**src/sv/tcw_pkg.sv**
```systemverilog
// Package for the text console writer: codes, controller states, datapath
// operations and the status bundle. Depends on nothing else.
package tcw_pkg;

    localparam logic [7:0] CH_NUL    = 8'd0;
    localparam logic [7:0] CH_BS     = 8'd8;
    localparam logic [7:0] CH_TAB    = 8'd9;
    localparam logic [7:0] CH_NL     = 8'd10;
    localparam logic [7:0] CH_SPACE  = 8'd32;
    localparam logic [7:0] MARK_ATTR = 8'd0;
    localparam logic [7:0] COLOR_RST = 8'd7;
    localparam logic [2:0] TAB_SPAN  = 3'd4;

    typedef enum logic [2:0] {
        REQ_WRITE  = 3'd0,
        REQ_UNDO   = 3'd1,
        REQ_SCR_UP = 3'd2,
        REQ_SCR_DN = 3'd3,
        REQ_READ   = 3'd4
    } req_t;

    typedef enum logic [1:0] {
        CFG_CHAR_COLOR  = 2'd0,
        CFG_CLEAR_COLOR = 2'd1,
        CFG_INPUT_START = 2'd2
    } cfg_idx_t;

    typedef enum logic [3:0] {
        S_CLEAR, S_IDLE, S_DECODE, S_POPWAIT, S_EDIT, S_NL_FILL, S_TAB_FILL,
        S_BS_WAIT, S_BSN_CHK, S_BSN_WAIT, S_BST, S_SCROLL, S_RDWAIT, S_OUT
    } state_t;

    typedef enum logic [4:0] {
        OP_NONE, OP_CLEAR, OP_LATCH, OP_POP, OP_LOADREC, OP_SCRUP, OP_SCRDN,
        OP_RDCELL, OP_RDDONE, OP_NL_START, OP_NL_FILL, OP_NL_END,
        OP_TAB_START, OP_TAB_FILL, OP_TAB_END, OP_CHAR, OP_BS_READ,
        OP_BSN_READ, OP_BSN_CLR, OP_BSN_END, OP_BST_CLR, OP_BST_END, OP_BSC,
        OP_AUTOSCR, OP_OUT
    } dp_op_t;

    typedef struct packed {
        logic       clr_last;
        logic       undo_empty;
        logic       kind_nl;
        logic       kind_tab;
        logic       kind_bs;
        logic       nl_room;
        logic       tab_room;
        logic       chr_room;
        logic       bs_ok;
        logic [7:0] rd_char;
        logic       ptr_at_base;
        logic       cnt_full;
        logic       pcol_end;
        logic       need_scroll;
        logic [2:0] req;
        logic       out_free;
    } dp_status_t;

endpackage

```
**src/sv/tcw_ctrl.sv**
```systemverilog
// Controller state machine of the text console writer.
// Depends on tcw_pkg; drives the datapath one operation per cycle.
module tcw_ctrl (
    input  logic                aclk,
    input  logic                aresetn,
    input  logic                s_tvalid,
    input  tcw_pkg::dp_status_t st,
    output logic                s_tready,
    output tcw_pkg::dp_op_t     op
);
    import tcw_pkg::*;

    state_t state_reg, state_next;

    always_ff @(posedge aclk) begin
        if (!aresetn) begin
            state_reg <= S_CLEAR;
        end else begin
            state_reg <= state_next;
        end
    end

    always_comb begin
        state_next = state_reg;
        unique case (state_reg)
            S_CLEAR:   if (st.clr_last) state_next = S_IDLE;
            S_IDLE:    if (s_tvalid) state_next = S_DECODE;
            S_DECODE: begin
                priority case (st.req)
                    REQ_WRITE: state_next = S_EDIT;
                    REQ_UNDO:  state_next = st.undo_empty ? S_OUT : S_POPWAIT;
                    REQ_READ:  state_next = S_RDWAIT;
                    default:   state_next = S_OUT;
                endcase
            end
            S_POPWAIT: state_next = S_EDIT;
            S_EDIT: begin
                priority if (st.kind_nl) begin
                    state_next = st.nl_room ? S_NL_FILL : S_SCROLL;
                end else if (st.kind_tab) begin
                    state_next = st.tab_room ? S_TAB_FILL : S_SCROLL;
                end else if (st.kind_bs) begin
                    state_next = st.bs_ok ? S_BS_WAIT : S_SCROLL;
                end else begin
                    state_next = S_SCROLL;
                end
            end
            S_NL_FILL:  if (st.pcol_end) state_next = S_SCROLL;
            S_TAB_FILL: if (st.cnt_full) state_next = S_SCROLL;
            S_BS_WAIT: begin
                priority if (st.rd_char == CH_NL) state_next = S_BSN_CHK;
                else if (st.rd_char == CH_TAB) state_next = S_BST;
                else state_next = S_SCROLL;
            end
            S_BSN_CHK:  state_next = st.ptr_at_base ? S_SCROLL : S_BSN_WAIT;
            S_BSN_WAIT: state_next = (st.rd_char != CH_NUL) ? S_BSN_CHK : S_SCROLL;
            S_BST:      if (st.cnt_full || st.ptr_at_base) state_next = S_SCROLL;
            S_SCROLL:   if (!st.need_scroll) state_next = S_OUT;
            S_RDWAIT:   state_next = S_OUT;
            S_OUT:      if (st.out_free) state_next = S_IDLE;
            default:    state_next = S_CLEAR;
        endcase
    end

    always_comb begin
        op       = OP_NONE;
        s_tready = 1'b0;
        unique case (state_reg)
            S_CLEAR: op = OP_CLEAR;
            S_IDLE: begin
                s_tready = 1'b1;
                if (s_tvalid) op = OP_LATCH;
            end
            S_DECODE: begin
                priority case (st.req)
                    REQ_UNDO:   if (!st.undo_empty) op = OP_POP;
                    REQ_SCR_UP: op = OP_SCRUP;
                    REQ_SCR_DN: op = OP_SCRDN;
                    REQ_READ:   op = OP_RDCELL;
                    default:    op = OP_NONE;
                endcase
            end
            S_POPWAIT: op = OP_LOADREC;
            S_EDIT: begin
                priority if (st.kind_nl) begin
                    if (st.nl_room) op = OP_NL_START;
                end else if (st.kind_tab) begin
                    if (st.tab_room) op = OP_TAB_START;
                end else if (st.kind_bs) begin
                    if (st.bs_ok) op = OP_BS_READ;
                end else begin
                    if (st.chr_room) op = OP_CHAR;
                end
            end
            S_NL_FILL:  op = st.pcol_end ? OP_NL_END : OP_NL_FILL;
            S_TAB_FILL: op = st.cnt_full ? OP_TAB_END : OP_TAB_FILL;
            S_BS_WAIT: begin
                priority if (st.rd_char == CH_NL) op = OP_BSN_CLR;
                else if (st.rd_char == CH_TAB) op = OP_NONE;
                else op = OP_BSC;
            end
            S_BSN_CHK:  op = st.ptr_at_base ? OP_BSN_END : OP_BSN_READ;
            S_BSN_WAIT: op = (st.rd_char != CH_NUL) ? OP_BSN_CLR : OP_BSN_END;
            S_BST:      op = (st.cnt_full || st.ptr_at_base) ? OP_BST_END : OP_BST_CLR;
            S_SCROLL:   if (st.need_scroll) op = OP_AUTOSCR;
            S_RDWAIT:   op = OP_RDDONE;
            S_OUT:      if (st.out_free) op = OP_OUT;
            default:    op = OP_NONE;
        endcase
    end

endmodule

```
**config.mk**
```make
export PLATFORM = sky130hd
export DESIGN_NAME = tcw_ctrl
export DESIGN_NICKNAME = d
export VERILOG_FILES = /design/src/sv/tcw_pkg.sv /design/src/sv/tcw_ctrl.sv
export SDC_FILE = /design/constraint.sdc
export NUM_CORES = 1
export LEC_CHECK = 0
export BUFFER_PORTS_ARGS = -buffer_cell sky130_fd_sc_hd__buf_2
export CAP_MARGIN = 15
export CORE_MARGIN = 4
export CORE_UTILIZATION = 52
export DETAILED_ROUTE_END_ITERATION = 8
export PLACE_DENSITY = 0.89
export SETUP_SLACK_MARGIN = 0.4
export SYNTH_ARGS = -nofsm -noshare
export SYNTH_HDL_FRONTEND = slang
export SYNTH_SLANG_ARGS = --single-unit
```
**constraint.sdc**
```tcl
create_clock -name aclk -period 5 [get_ports aclk]
set_input_delay 0 -clock aclk [delete_from_list [all_inputs] [get_ports aclk]]
set_output_delay 0 -clock aclk [all_outputs]
set_load 0.02 [all_outputs]
```
=== After elaboration in Yosys (flattened, before gate mapping) ===
Index checks and enable logic that the tools add are counted.

* Add/sub/neg operators: 0
* Multipliers: 0
* Div/mod/pow operators: 0
* $lt $le $gt $ge: 0
* Equality and inequality tests: 26
* Shift operators: 0
* Muxes and demuxes: 41
* Bitwise logic cells: 0
* Reduce and logical (&&, ||, !) cells: 5

{| class="wikitable"
|+ Operators with widths
! kind !! number
|-
| $pmux W5 S14 || 1
|-
| $mux W4 || 17
|-
| $pmux W4 S14 || 1
|-
| $mux W5 || 8
|-
| $eq A4 B4 Y1 const B || 6
|-
| $pmux W5 S4 || 1
|-
| $eq A4 B3 Y1 const B || 4
|-
| $eq A8 B4 Y1 const B || 2
|-
| $mux W2 || 7
|-
| $ne A2 B2 Y1 const B || 7
|-
| $pmux W4 S3 || 1
|-
| $eq A4 B2 Y1 const B || 2
|-
| $reduce_bool A8 Y1 || 1
|-
| $reduce_and A7 Y1 || 1
|-
| $eq A3 B2 Y1 const B || 2
|-
| $mux W1 || 5
|-
| $eq A4 B1 Y1 const B || 1
|-
| $logic_not A4 Y1 || 1
|-
| $eq A3 B1 Y1 const B || 1
|-
| $eq A3 B3 Y1 const B || 1
|-
| $logic_not A3 Y1 || 1
|-
| $logic_or A1 B1 Y1 || 1
|}

* Flip-flop bits (word level): 4
* Bits in latches: 0
* Memory bits (writable): 0
* ROM bits: 0
* Input bits: 28
* Output and inout bits: 6
* Logic and storage cells: 73
* Memories: 0

=== Depth between registers and ports, before layout ===
Gate-level depths: netlist of run 1.

* Word-level depth: 5
* Gate-level depth with buffers: 7
* Mapped depth without buffers: 5

=== Worst setup path before layout of run 1 ===
No wires, ideal clock.

* Path kind: reg-to-reg
* Start point: register state_reg[2]
* End point: register state_reg[2]
* Setup time: 0.117 ns
* Data arrival time: 1.642 ns
* Data required time: 4.883 ns
* Slack: 3.241 ns
* Cell stages (with the launch flop): 7
* Path buffers: 1
* Period minus slack after synthesis: 1.759 ns
* Cell sequence: dfxtp_1 > buf_2 > nand2b_1 > or4_1 > and4_2 > o311a_2 > a22o_1

* Cells in the longest elaborated chain, start to end: 3
* Elaborated cells between the ends (all ways): 23
* Classes of those cells: 20 x eq/ne; 1 x mux; 2 x reduce/logical

{| class="wikitable"
|+ RTL lines
! what !! RTL line !! RTL
|-
| start: declaration || tcw_ctrl.sv:13 || <nowiki>state_t state_reg, state_next;</nowiki>
|-
| start signal: assignment || tcw_ctrl.sv:19 || <nowiki>state_reg <= state_next;</nowiki>
|-
| $eq A4 B4 Y1, or another cell as far along || tcw_ctrl.sv:25 || <nowiki>unique case (state_reg)</nowiki>
|-
| $ne A2 B2 Y1 (no line) || -- ||
|-
| $reduce_and A7 Y1 (no line) || -- ||
|}

Several ways; a longest one is shown, not always the timed one.
A chain may end at the register's enable or synchronous reset.

=== Worst setup path in the final report of run 1 ===
* Start point: register state_reg[3]
* End point: output op[2]

* Cells in the longest elaborated chain, start to end: 2
* Elaborated cells between the ends (all ways): 15
* Classes of those cells: 13 x eq/ne; 1 x mux; 1 x reduce/logical

{| class="wikitable"
|+ RTL lines
! what !! RTL line !! RTL
|-
| $eq A4 B4 Y1, or another cell as far along || tcw_ctrl.sv:68 || <nowiki>unique case (state_reg)</nowiki>
|-
| $pmux W5 S14 * || tcw_ctrl.sv:68 ||
|-
| end: declaration || tcw_ctrl.sv:9 || <nowiki>output tcw_pkg::dp_op_t op</nowiki>
|}

Mark *: on every way between the ends. The rest lies on a longest branch, timed or not.

==> results of run 1 <==
==> final cells by class <==
class / count / share of cell area [%]
multi-input cells: 104 / 69.8
clock buffers: 3 / 2.19
inverters: 6 / 2.19
flip-flops and latches: 4 / 7.79
repair buffers: 33 / 16.1
well taps: 16 / 1.95
==> cells by family (layout without fill, tap and decap cells) <==
group	Yosys count	in the layout	synth area share [%]
AOI/OAI and AO/OA	51	51	38.8
xor gates and xnor gates	2	2	1.96
buffers and inverters	16	42	10.9
DFF	4	4	8.94
and+or+nand+nor	51	51	39.4
==> critical path, cell delays in order (launching register included) <==
cell and delay [ps]:
dfxtp_1 850, inv_1 300, o21ai_0 230, a21oi_1 80, or4b_2 610, buf_2 180
==> cell usage in the layout (no fill, tap or decap), types with 3 or more instances in the layout <==
cell,count
nand3b_1,3
nand2_1,4
nor4_1,5
clkbuf_4,3
a21oi_1,15
or4_1,3
inv_1,6
o21ai_0,10
o221ai_1,3
nor2b_1,6
a22o_1,4
buf_2,33
nor4b_1,3
nor2_1,5
nor3_1,3
dfxtp_1,4
==> power breakdown <==
part,total (mW),internal [mW],switching (mW)
Clock,0.0404,0.0269,0.0135
Sequential,0.115,0.0441,0.0712
Combinational,0.285,0.126,0.159
Total,0.441,0.197,0.244
==> how the worst max path moves through the flow <==
stage / slack, ps / startpoint / to / depth (start not counted)
6_report: 2510 / state_reg[3] / op[2] / 5
5_1_grt: 2350 / state_reg[3] / op[2] / 5
4_1_cts: 2550 / state_reg[3] / op[2] / 5
3_5_place_dp: 2800 / state_reg[3] / op[2] / 5
3_3_place_gp: 2790 / state_reg[3] / op[2] / 5
2_1_floorplan: 3240 / state_reg[2] / state_reg[2] / 6
==> cell usage after synthesis, types with 3 or more instances <==
cell	number	area share (%)
a21oi_1	15	8.4
o21ai_0	10	5.6
inv_1	6	2.5
nor2b_1	6	4.2
nor2_1	5	2.1
nor4_1	5	3.5
a22o_1	4	3.9
dfxtp_1	4	8.9
nand2_1	4	1.7
clkbuf_1	3	1.3
nand3b_1	3	2.5
nor3_1	3	1.7
nor4b_1	3	2.9
o221ai_1	3	2.9
or4_1	3	2.5
==> routing by layer <==
metal  vias to the layer above  global-route usage, %  routed length [µm]
met5                         -                      0                   0
met4                         0                   5.99                   5
met3                         2                   3.01                 195
met2                        57                   37.5                1390
met1                       548                   28.1                1110
li1                        545                      -                   -
==> per-stage QoR <==
| stage | instances | hold slack (ps) | power [mW] | util, % |
|---|---|---|---|---|
| 2_1_floorplan | 124 | 266 | 0.336 | - |
| 3_3_place_gp | 163 | 399 | 0.385 | 64.5 |
| 3_5_place_dp | 163 | 425 | 0.392 | 64.5 |
| 4_1_cts | 166 | 184 | 0.435 | 66.0 |
| 5_1_grt | 166 | 205 | 0.477 | 66.0 |
| 6_report | 166 | 183 | 0.441 | 66.0 |
==> results.md, run 1 <==
* Status: finished clean
* Maximum number of pins on one net before global-route repair at 29
* Core footprint at 0.00156 mm²
* CTS tree: done
* Max transition margin at 43.8%
* Ys flop type: dfxtp_1
* Final setup margin at 2510 ps
* Final WL at 2.71 mm
* TritonCTS Buffers at 3
* GRT overflow at 0
* PD cells at 429 mW/mm²
* Clock period minus worst slack at 2490 ps
* Post-CTS setup buffers at 0
* Dpl cell area at 0.00101 mm²
* CTS Hold Bufs at 0
* R2r setup slk at 2760 ps
* Worst setup SP type: register
* # setup viols final at 0
* Num rows at 14
* Worst Hold End: state_reg[2]
* Post-Syn Area per Cell at 7.22 µm²
* Mapped Area at 896 µm²
* Die height at 49.5 µm
* Global-route wire length before repair at 4.41 mm
* Initial Utilization at 57.5%
* Final ANT Viol Nets at 0
* Seq/Total Area, Yosys at 8.94%
* Post-DP HPWL at 2.01 mm
* Number of flops mapped to enable cells by yosys at 0
* Post-synthesis register bit count at 4
* WHS Path Cells at 3
* Place WS at 2800 ps
* Clk sinks at 4
* CP Class: register to output port
* Crit-path max FO at 27
* Worst-path clk slew at 40 ps
* FF-to-FF End: state_reg[1]
* WL/cell at 16.3 µm
* Vias at 1,152
* Vias in the first global route at 1,044
* Layout Skew at 5.80 ps
* Post-Synthesis Net Count at 152
* P_leak at 0.421 nW
* Tcrit/Tclk final at 49.8%
* Worst EP arrival at 2490 ps
* Hold_sp: aresetn
* CTS Buffer Depth at 2
* Area Overhead vs Synth at 14.8%
* Clock Root Buffer: clkbuf_4
* Largest register FFs at 4
* Initial DRC count at 55
* DIE WIDTH at 49.5 µm
* CTS H-tree depth at 1
* Fin. max-slew vios at 0
* Final hold viol count at 0
* RSZ-0062 raised after global routing: no
* Multi-input gate area at 718 µm²
* Initial antenna violation count at 0
* Yosys cell types at 52
* Post_cts resized at 0
* Worst-margin pin slew at 842 ps
* FF+latch area at 80.1 µm²
* Final setup TNS at 0 ps
* Max VDD drop at 266 µV
* Diode count at 0
* Fin area at 0.00103 mm²
* Port Buffer Count at 33
* Layout Nets at 180
* Later-pin clock latency in the skew report at 230 ps
* Drt pass-1 iters at 4
* CP Data Required Time at 5000 ps
* Vias per Instance at 6.94
* I/O pin cnt at 34
* Post-route DRC at 0
* Layout cells sized above 1 at 29.3%
* Gr usage total at 21.7%
* Hold Path Class: input port to register
* CP endpoint kind: output port
* Total of max-cap violations at 0
* Die area at 0.00245 mm²
* Ys async rst share at 0%
* R2R Path Start: state_reg[3]
* Synth Instances at 124
* Layout fillers at 141
* GP Congestion at 0.837
* Synth warnings at 0
* Fmax at 0.401 GHz
* Worst r2r path cells at 5
(Power assumes the default switching activity.)
==> inputs of run 2 (changes only) <==
- CORE_ASPECT_RATIO: not set -> 1.5
- CORE_UTILIZATION: 52 -> 44
- PLACE_DENSITY: 0.89 -> 0.81
- clock period: 5 -> 2.15 ns (I/O delays scaled with it)
==> results.md, run 2 (synthesis gave the netlist of run 1 again) <==
* Status: finished clean
* Worst setup SP type: register
* CP endpoint kind: output port
* Crit-path slowest cell: or4_4
* Vias per Instance at 7.09 (+2.2%)
* Layout fillers at 144 (+2.1%)
* Max VDD drop at 567 µV (+110%)
* Maximum number of pins on one net before global-route repair at 16 (-45%)
* # setup viols final at 0 (unchanged)
* R2r setup slk at 310 ps (-2450 ps)
* CP Data Required Time at 2150 ps (-2850 ps)
* Hold_sp: aresetn
* Total of max-cap violations at 0 (unchanged)
* Commonest non-fill, non-tap cell in the layout: buf_2
* Port Buffer Count at 33 (unchanged)
* WHS Path Cells at 3 (unchanged)
* Num rows at 19 (+5)
* Max transition margin at 72.0% (+28 points)
* TritonCTS Buffers at 3 (unchanged)
* Die area at 0.00284 mm² (+16%)
* Gr usage total at 21.5% (-0.19 points)
* Overall power consumption at 1.57 mW (+260%)
* CTS Buffer Depth at 2 (unchanged)
* DIE WIDTH at 44.8 µm (-9.4%)
* Worst-margin pin slew at 414 ps (-428 ps)
* Crit-path max FO at 3 (-89%)
* FF-to-FF End: state_reg[0]
* Non-Filler Instances at 193 (+16%)
* CP Class: register to output port
* Fmax at 0.532 GHz
* Global-route wire length before repair at 4.84 mm (+9.8%)
* Worst path cell trace: or4_4 -> nor4_4 -> a21oi_2 -> o311ai_1 -> a221o_1 -> buf_6
* Clock period minus worst slack at 1880 ps
* Hold Path Class: input port to register
* Vias at 1,369 (+19%)
* Layout Skew at 0.711 ps (-5.09 ps)
* Fin area at 0.00140 mm² (+36%)
* Post-route DRC at 0 (unchanged)
* Tcrit/Tclk final at 87.4%
* Initial DRC count at 76 (+38%)
* PD cells at 1120 mW/mm² (+160%)
* Worst Hold End: state_reg[2]
* Final core utilization at 74.3% (+8.3 points)
* Later-pin clock latency in the skew report at 240 ps (about the same)
* WL/cell at 20.1 µm (+23%)
* Largest register FFs at 4 (unchanged)
* Clock Root Buffer: clkbuf_4
* Worst r2r path cells at 7 (+2)
* CP bufs+invs at 1 (-1)
* Layout cells sized above 1 at 50.0% (+21 points)
* GRT overflow at 0 (unchanged)
* Initial antenna violation count at 0 (unchanged)
* Clk sinks at 4 (unchanged)
* Final setup margin at 270 ps (-2240 ps)
* Final ANT Viol Nets at 0 (unchanged)
* CTS H-tree depth at 1 (unchanged)
* GP Congestion at 0.927 (+11%)
* Worst EP arrival at 1880 ps (-610 ps)
* Fin. max-slew vios at 0 (unchanged)
* Post-DP HPWL at 2.28 mm (+14%)
* Hold WS at 180 ps (-3.44 ps)
* Placed Cells incl. Taps at 175 (+7.4%)
* Worst path max stage delay at 520 ps (-330 ps)
* R2R Path Start: state_reg[1]
* P_leak at 0.574 nW (+37%)
* Die height at 63.3 µm (+28%)
* Place WS at 276 ps (-2520 ps)
* Dpl cell area at 0.00107 mm² (+6.6%)
* Vias in the first global route at 1,146 (+9.8%)
* CTS tree: done
* Core footprint at 0.00188 mm² (+20%)
* Area Overhead vs Synth at 55.7%
* Final setup TNS at 0 ps (unchanged)
* Final WL at 3.88 mm (+44%)
* RSZ-0062 raised after global routing: yes
* Worst-path clk slew at 40 ps (about the same)
* Top Family by Delay on Critical Path: simple AND/OR/NAND/NOR gates
* Diode count at 0 (unchanged)
* Initial Utilization at 47.7% (-9.8 points)
* Most frequent cells in the layout: buf_2 (30), buf_4 (14), a21oi_1 (13), o21ai_0 (6)
* I/O pin cnt at 34 (unchanged)
* Drt pass-1 iters at 5 (+1)
* Final hold viol count at 0 (unchanged)
* Layout Nets at 202 (+12%)
## run 2: layout make-up
type | count | area [µm²] | area share (%)
flip-flops and latches | 4 | 95.1 | 6.82
repair buffers | 54 | 410 | 29.4
well taps | 21 | 26.3 | 1.88
inverters | 6 | 30.0 | 2.15
clock buffers | 3 | 22.5 | 1.61
multi-input cells | 104 | 806 | 57.8
repair inverters | 1 | 5.00 | 0.359
## run 2: timing repair
action                     CTS  global route
setup endpoints to repair    9             8
hold buffers                 0             0
pin swaps                    9             8
resized for setup           25            21
cloned                       0             2
setup buffers                6             7
## run 2: per-layer routing
layer  vias up  track usage, %  routed length, µm
li1        591               -                  -
met1       634            25.9               1330
met2       121            36.5               1930
met3        23           0.570                401
met4         0            12.1                223
met5         -               0                  0
## run 2: how the worst max path moves through the flow
stage / start / depth (start not counted) / end
finish: state_reg[1] / 6 / op[0]
detailed placement: state_reg[0] / 5 / state_reg[0]
CTS: state_reg[2] / 6 / op[0]
global placement: state_reg[3] / 5 / op[2]
floorplan: state_reg[3] / 6 / op[2]
global route: state_reg[1] / 6 / op[0]
## run 2: worst register-to-register path, stage by stage (launching register included)
cell,delay [ps]
dfxtp_4,350
buf_4,140
clkbuf_16,140
nand2b_4,70
or4_1,480
and4_4,190
o311a_2,140
a22o_1,210
## run 2: report_power, final
part,internal (mW),leakage (nW),switching (mW)
sequential,0.119,0.0356,0.0402
combinational,0.629,0.525,0.686
clock,0.0625,0.0138,0.0314
total,0.810,0.574,0.757
==> inputs of run 3 (changes only) <==
- PLACE_DENSITY: 0.81 -> 0.76
==> results.md, run 3 (synthesis gave the netlist of run 1 again) <==
* Gr usage total at 22.8% (+1.3 points)
* Logic pwr share at 83.0% (-0.9 points)
* GP Congestion at 0.907 (-2.2%)
* CP endpoint kind: output port
* TritonCTS Buffers at 3 (unchanged)
* Final setup margin at 297 ps (+27.2 ps)
* Diode count at 0 (unchanged)
* Layout cells sized above 1 at 47.4% (-2.6 points)
* CP Class: register to output port
* I/O pin cnt at 34 (unchanged)
* Clock period minus worst slack at 1850 ps (-27.2 ps)
* Reg power frac at 10.7% (+0.6 points)
* Vias in the first global route at 1,178 (+2.8%)
* Hold Path Class: input port to register
* Final WL at 3.44 mm (-11%)
* RSZ-0062 raised after global routing: yes
* Core footprint at 0.00188 mm² (unchanged)
* Layout Skew at 1.33 ps (+0.618 ps)
* Initial antenna violation count at 0 (unchanged)
* Post-DP HPWL at 2.22 mm (-2.6%)
* Fin. max-slew vios at 0 (unchanged)
* Max VDD drop at 509 µV (-10%)
* Port Buffer Count at 33 (unchanged)
* NetSw at 0.704 mW (-7.1%)
* Fmax at 0.540 GHz (+1.5%)
* Num rows at 19 (unchanged)
* Vias at 1,279 (-6.6%)
* Switching portion of total power at 48.8% (+0.45 points)
* Crit-path slowest cell: or4_4
* Clk pwr share at 6.2% (+0.2 points)
* Later-pin clock latency in the skew report at 230 ps (about the same)
* Most frequent cells in the layout: buf_2 (29), buf_4 (20), a21oi_1 (14), o21ai_0 (7), nor2b_1 (6)
* P_leak at 0.561 nW (-2.3%)
* Die area at 0.00284 mm² (unchanged)
* Worst EP arrival at 1850 ps (-30 ps)
* Pint at 0.740 mW (-8.7%)
* Worst setup SP type: register
* Die height at 63.3 µm (unchanged)
* # setup viols final at 0 (unchanged)
* Status: finished clean
* Maximum number of pins on one net before global-route repair at 18 (+2)
* Final setup TNS at 0 ps (unchanged)
* Final ANT Viol Nets at 0 (unchanged)
* FF+latch area at 95.1 µm² (unchanged)
* Overall power consumption at 1.44 mW (-7.9%)
* Initial DRC count at 70 (-7.9%)
* Clk sinks at 4 (unchanged)
* Commonest non-fill, non-tap cell in the layout: buf_2
* Clock Root Buffer: clkbuf_4
* Worst path max stage delay at 550 ps (+30 ps)
* Total of max-cap violations at 0 (unchanged)
* Drt pass-1 iters at 4 (-1)
* DIE WIDTH at 44.8 µm (unchanged)
* Post-route DRC at 0 (unchanged)
* Layout fillers at 143 (-0.69%)
* WL/cell at 17.9 µm (-11%)
* PD cells at 1090 mW/mm² (-2.8%)
* Final hold viol count at 0 (unchanged)
* CTS Buffer Depth at 2 (unchanged)
* Max transition margin at 44.6% (-27 points)
* Worst-margin pin slew at 820 ps (+406 ps)
* CTS H-tree depth at 1 (unchanged)
* Hold WS at 217 ps (+37.2 ps)
* Global-route wire length before repair at 4.99 mm (+3.0%)
* Vias per Instance at 6.66 (-6.1%)
* CP Data Required Time at 2150 ps (about the same)
* Crit-path max FO at 3 (unchanged)
* Tcrit/Tclk final at 86.2% (-1.3 points)
* Initial Utilization at 47.7% (unchanged)
* Layout Nets at 201 (-0.50%)
* Place WS at 235 ps (-41.6 ps)
* Largest register FFs at 4 (unchanged)
* GRT overflow at 0 (unchanged)
* Worst-path clk slew at 40 ps (about the same)
* CTS tree: done
* Multi-input gate area at 796 µm² (-1.2%)
* Area Overhead vs Synth at 47.5%
* Worst path cell trace: or4_4 -> nor4_4 -> a21oi_2 -> o311ai_2 -> a221o_1 -> buf_6
## run 3: path summary, 6_finish.rpt
path / from / to / slack, ps / cells past startpoint
setup reg to reg: state_reg[1] / state_reg[2] / 350 / 6
hold reg to reg: state_reg[0] / state_reg[0] / 700 / 2
hold / removal: aresetn / state_reg[3] / 220 / 3
setup / recovery: state_reg[1] / op[0] / 300 / 6
## run 3: power by group through the flow
stage	registers, mW	clock network (mW)	logic, mW
2_1_floorplan	0.125	0	0.670
3_3_place_gp	0.197	0	0.794
3_5_place_dp	0.199	0	0.803
4_1_cts	0.149	0.0940	1.04
5_1_grt	0.158	0.0968	1.27
6_report	0.155	0.0901	1.20
## run 3: layer usage
metal | vias up | GRT usage (%) | share of wire [%]
met3 | 11 | 3.99 | 8.1
met5 | - | 0 | 0
met4 | 0 | 14.3 | 3.1
met2 | 86 | 38.8 | 52
li1 | 593 | - | -
met1 | 589 | 24.5 | 37
## run 3: worst max-delay path: cells and delay by family, from the launching register on
kind,cells,cell delay (ps)
and+or+nand+nor,2,820
AOI/OAI and AO/OA,3,350
DFF,1,340
buffers and inverters,1,120
## run 3: area by class of cell
| cell class | instances | area share (%) |
|---|---|---|
| Multi-Input combinational cell | 104 | 60.2 |
| Timing Repair Buffer | 54 | 26.6 |
| Tap cell | 21 | 1.99 |
| Sequential cell | 4 | 7.20 |
| Inverter | 6 | 2.27 |
| Clock buffer | 3 | 1.70 |
## run 3: timing repair
| action | in CTS | in global routing |
|---|---|---|
| resized for setup | 22 | 14 |
| setup endpoints to repair | 9 | 9 |
| setup buffers | 9 | 5 |
| cloned | 0 | 0 |
| pin swaps | 3 | 5 |
| hold buffers | 0 | 0 |
## run 3: through the flow
| stage | util, % | cells | instance area [µm²] |
|---|---|---|---|
| 6_report | 70.4 | 192 | 1320 |
| 5_1_grt | 70.4 | 192 | 1320 |
| 3_5_place_dp | 57.1 | 175 | 1070 |
| 3_3_place_gp | 57.1 | 175 | 1070 |
| 2_1_floorplan | - | 124 | 903 |
| 4_1_cts | 65.2 | 187 | 1220 |
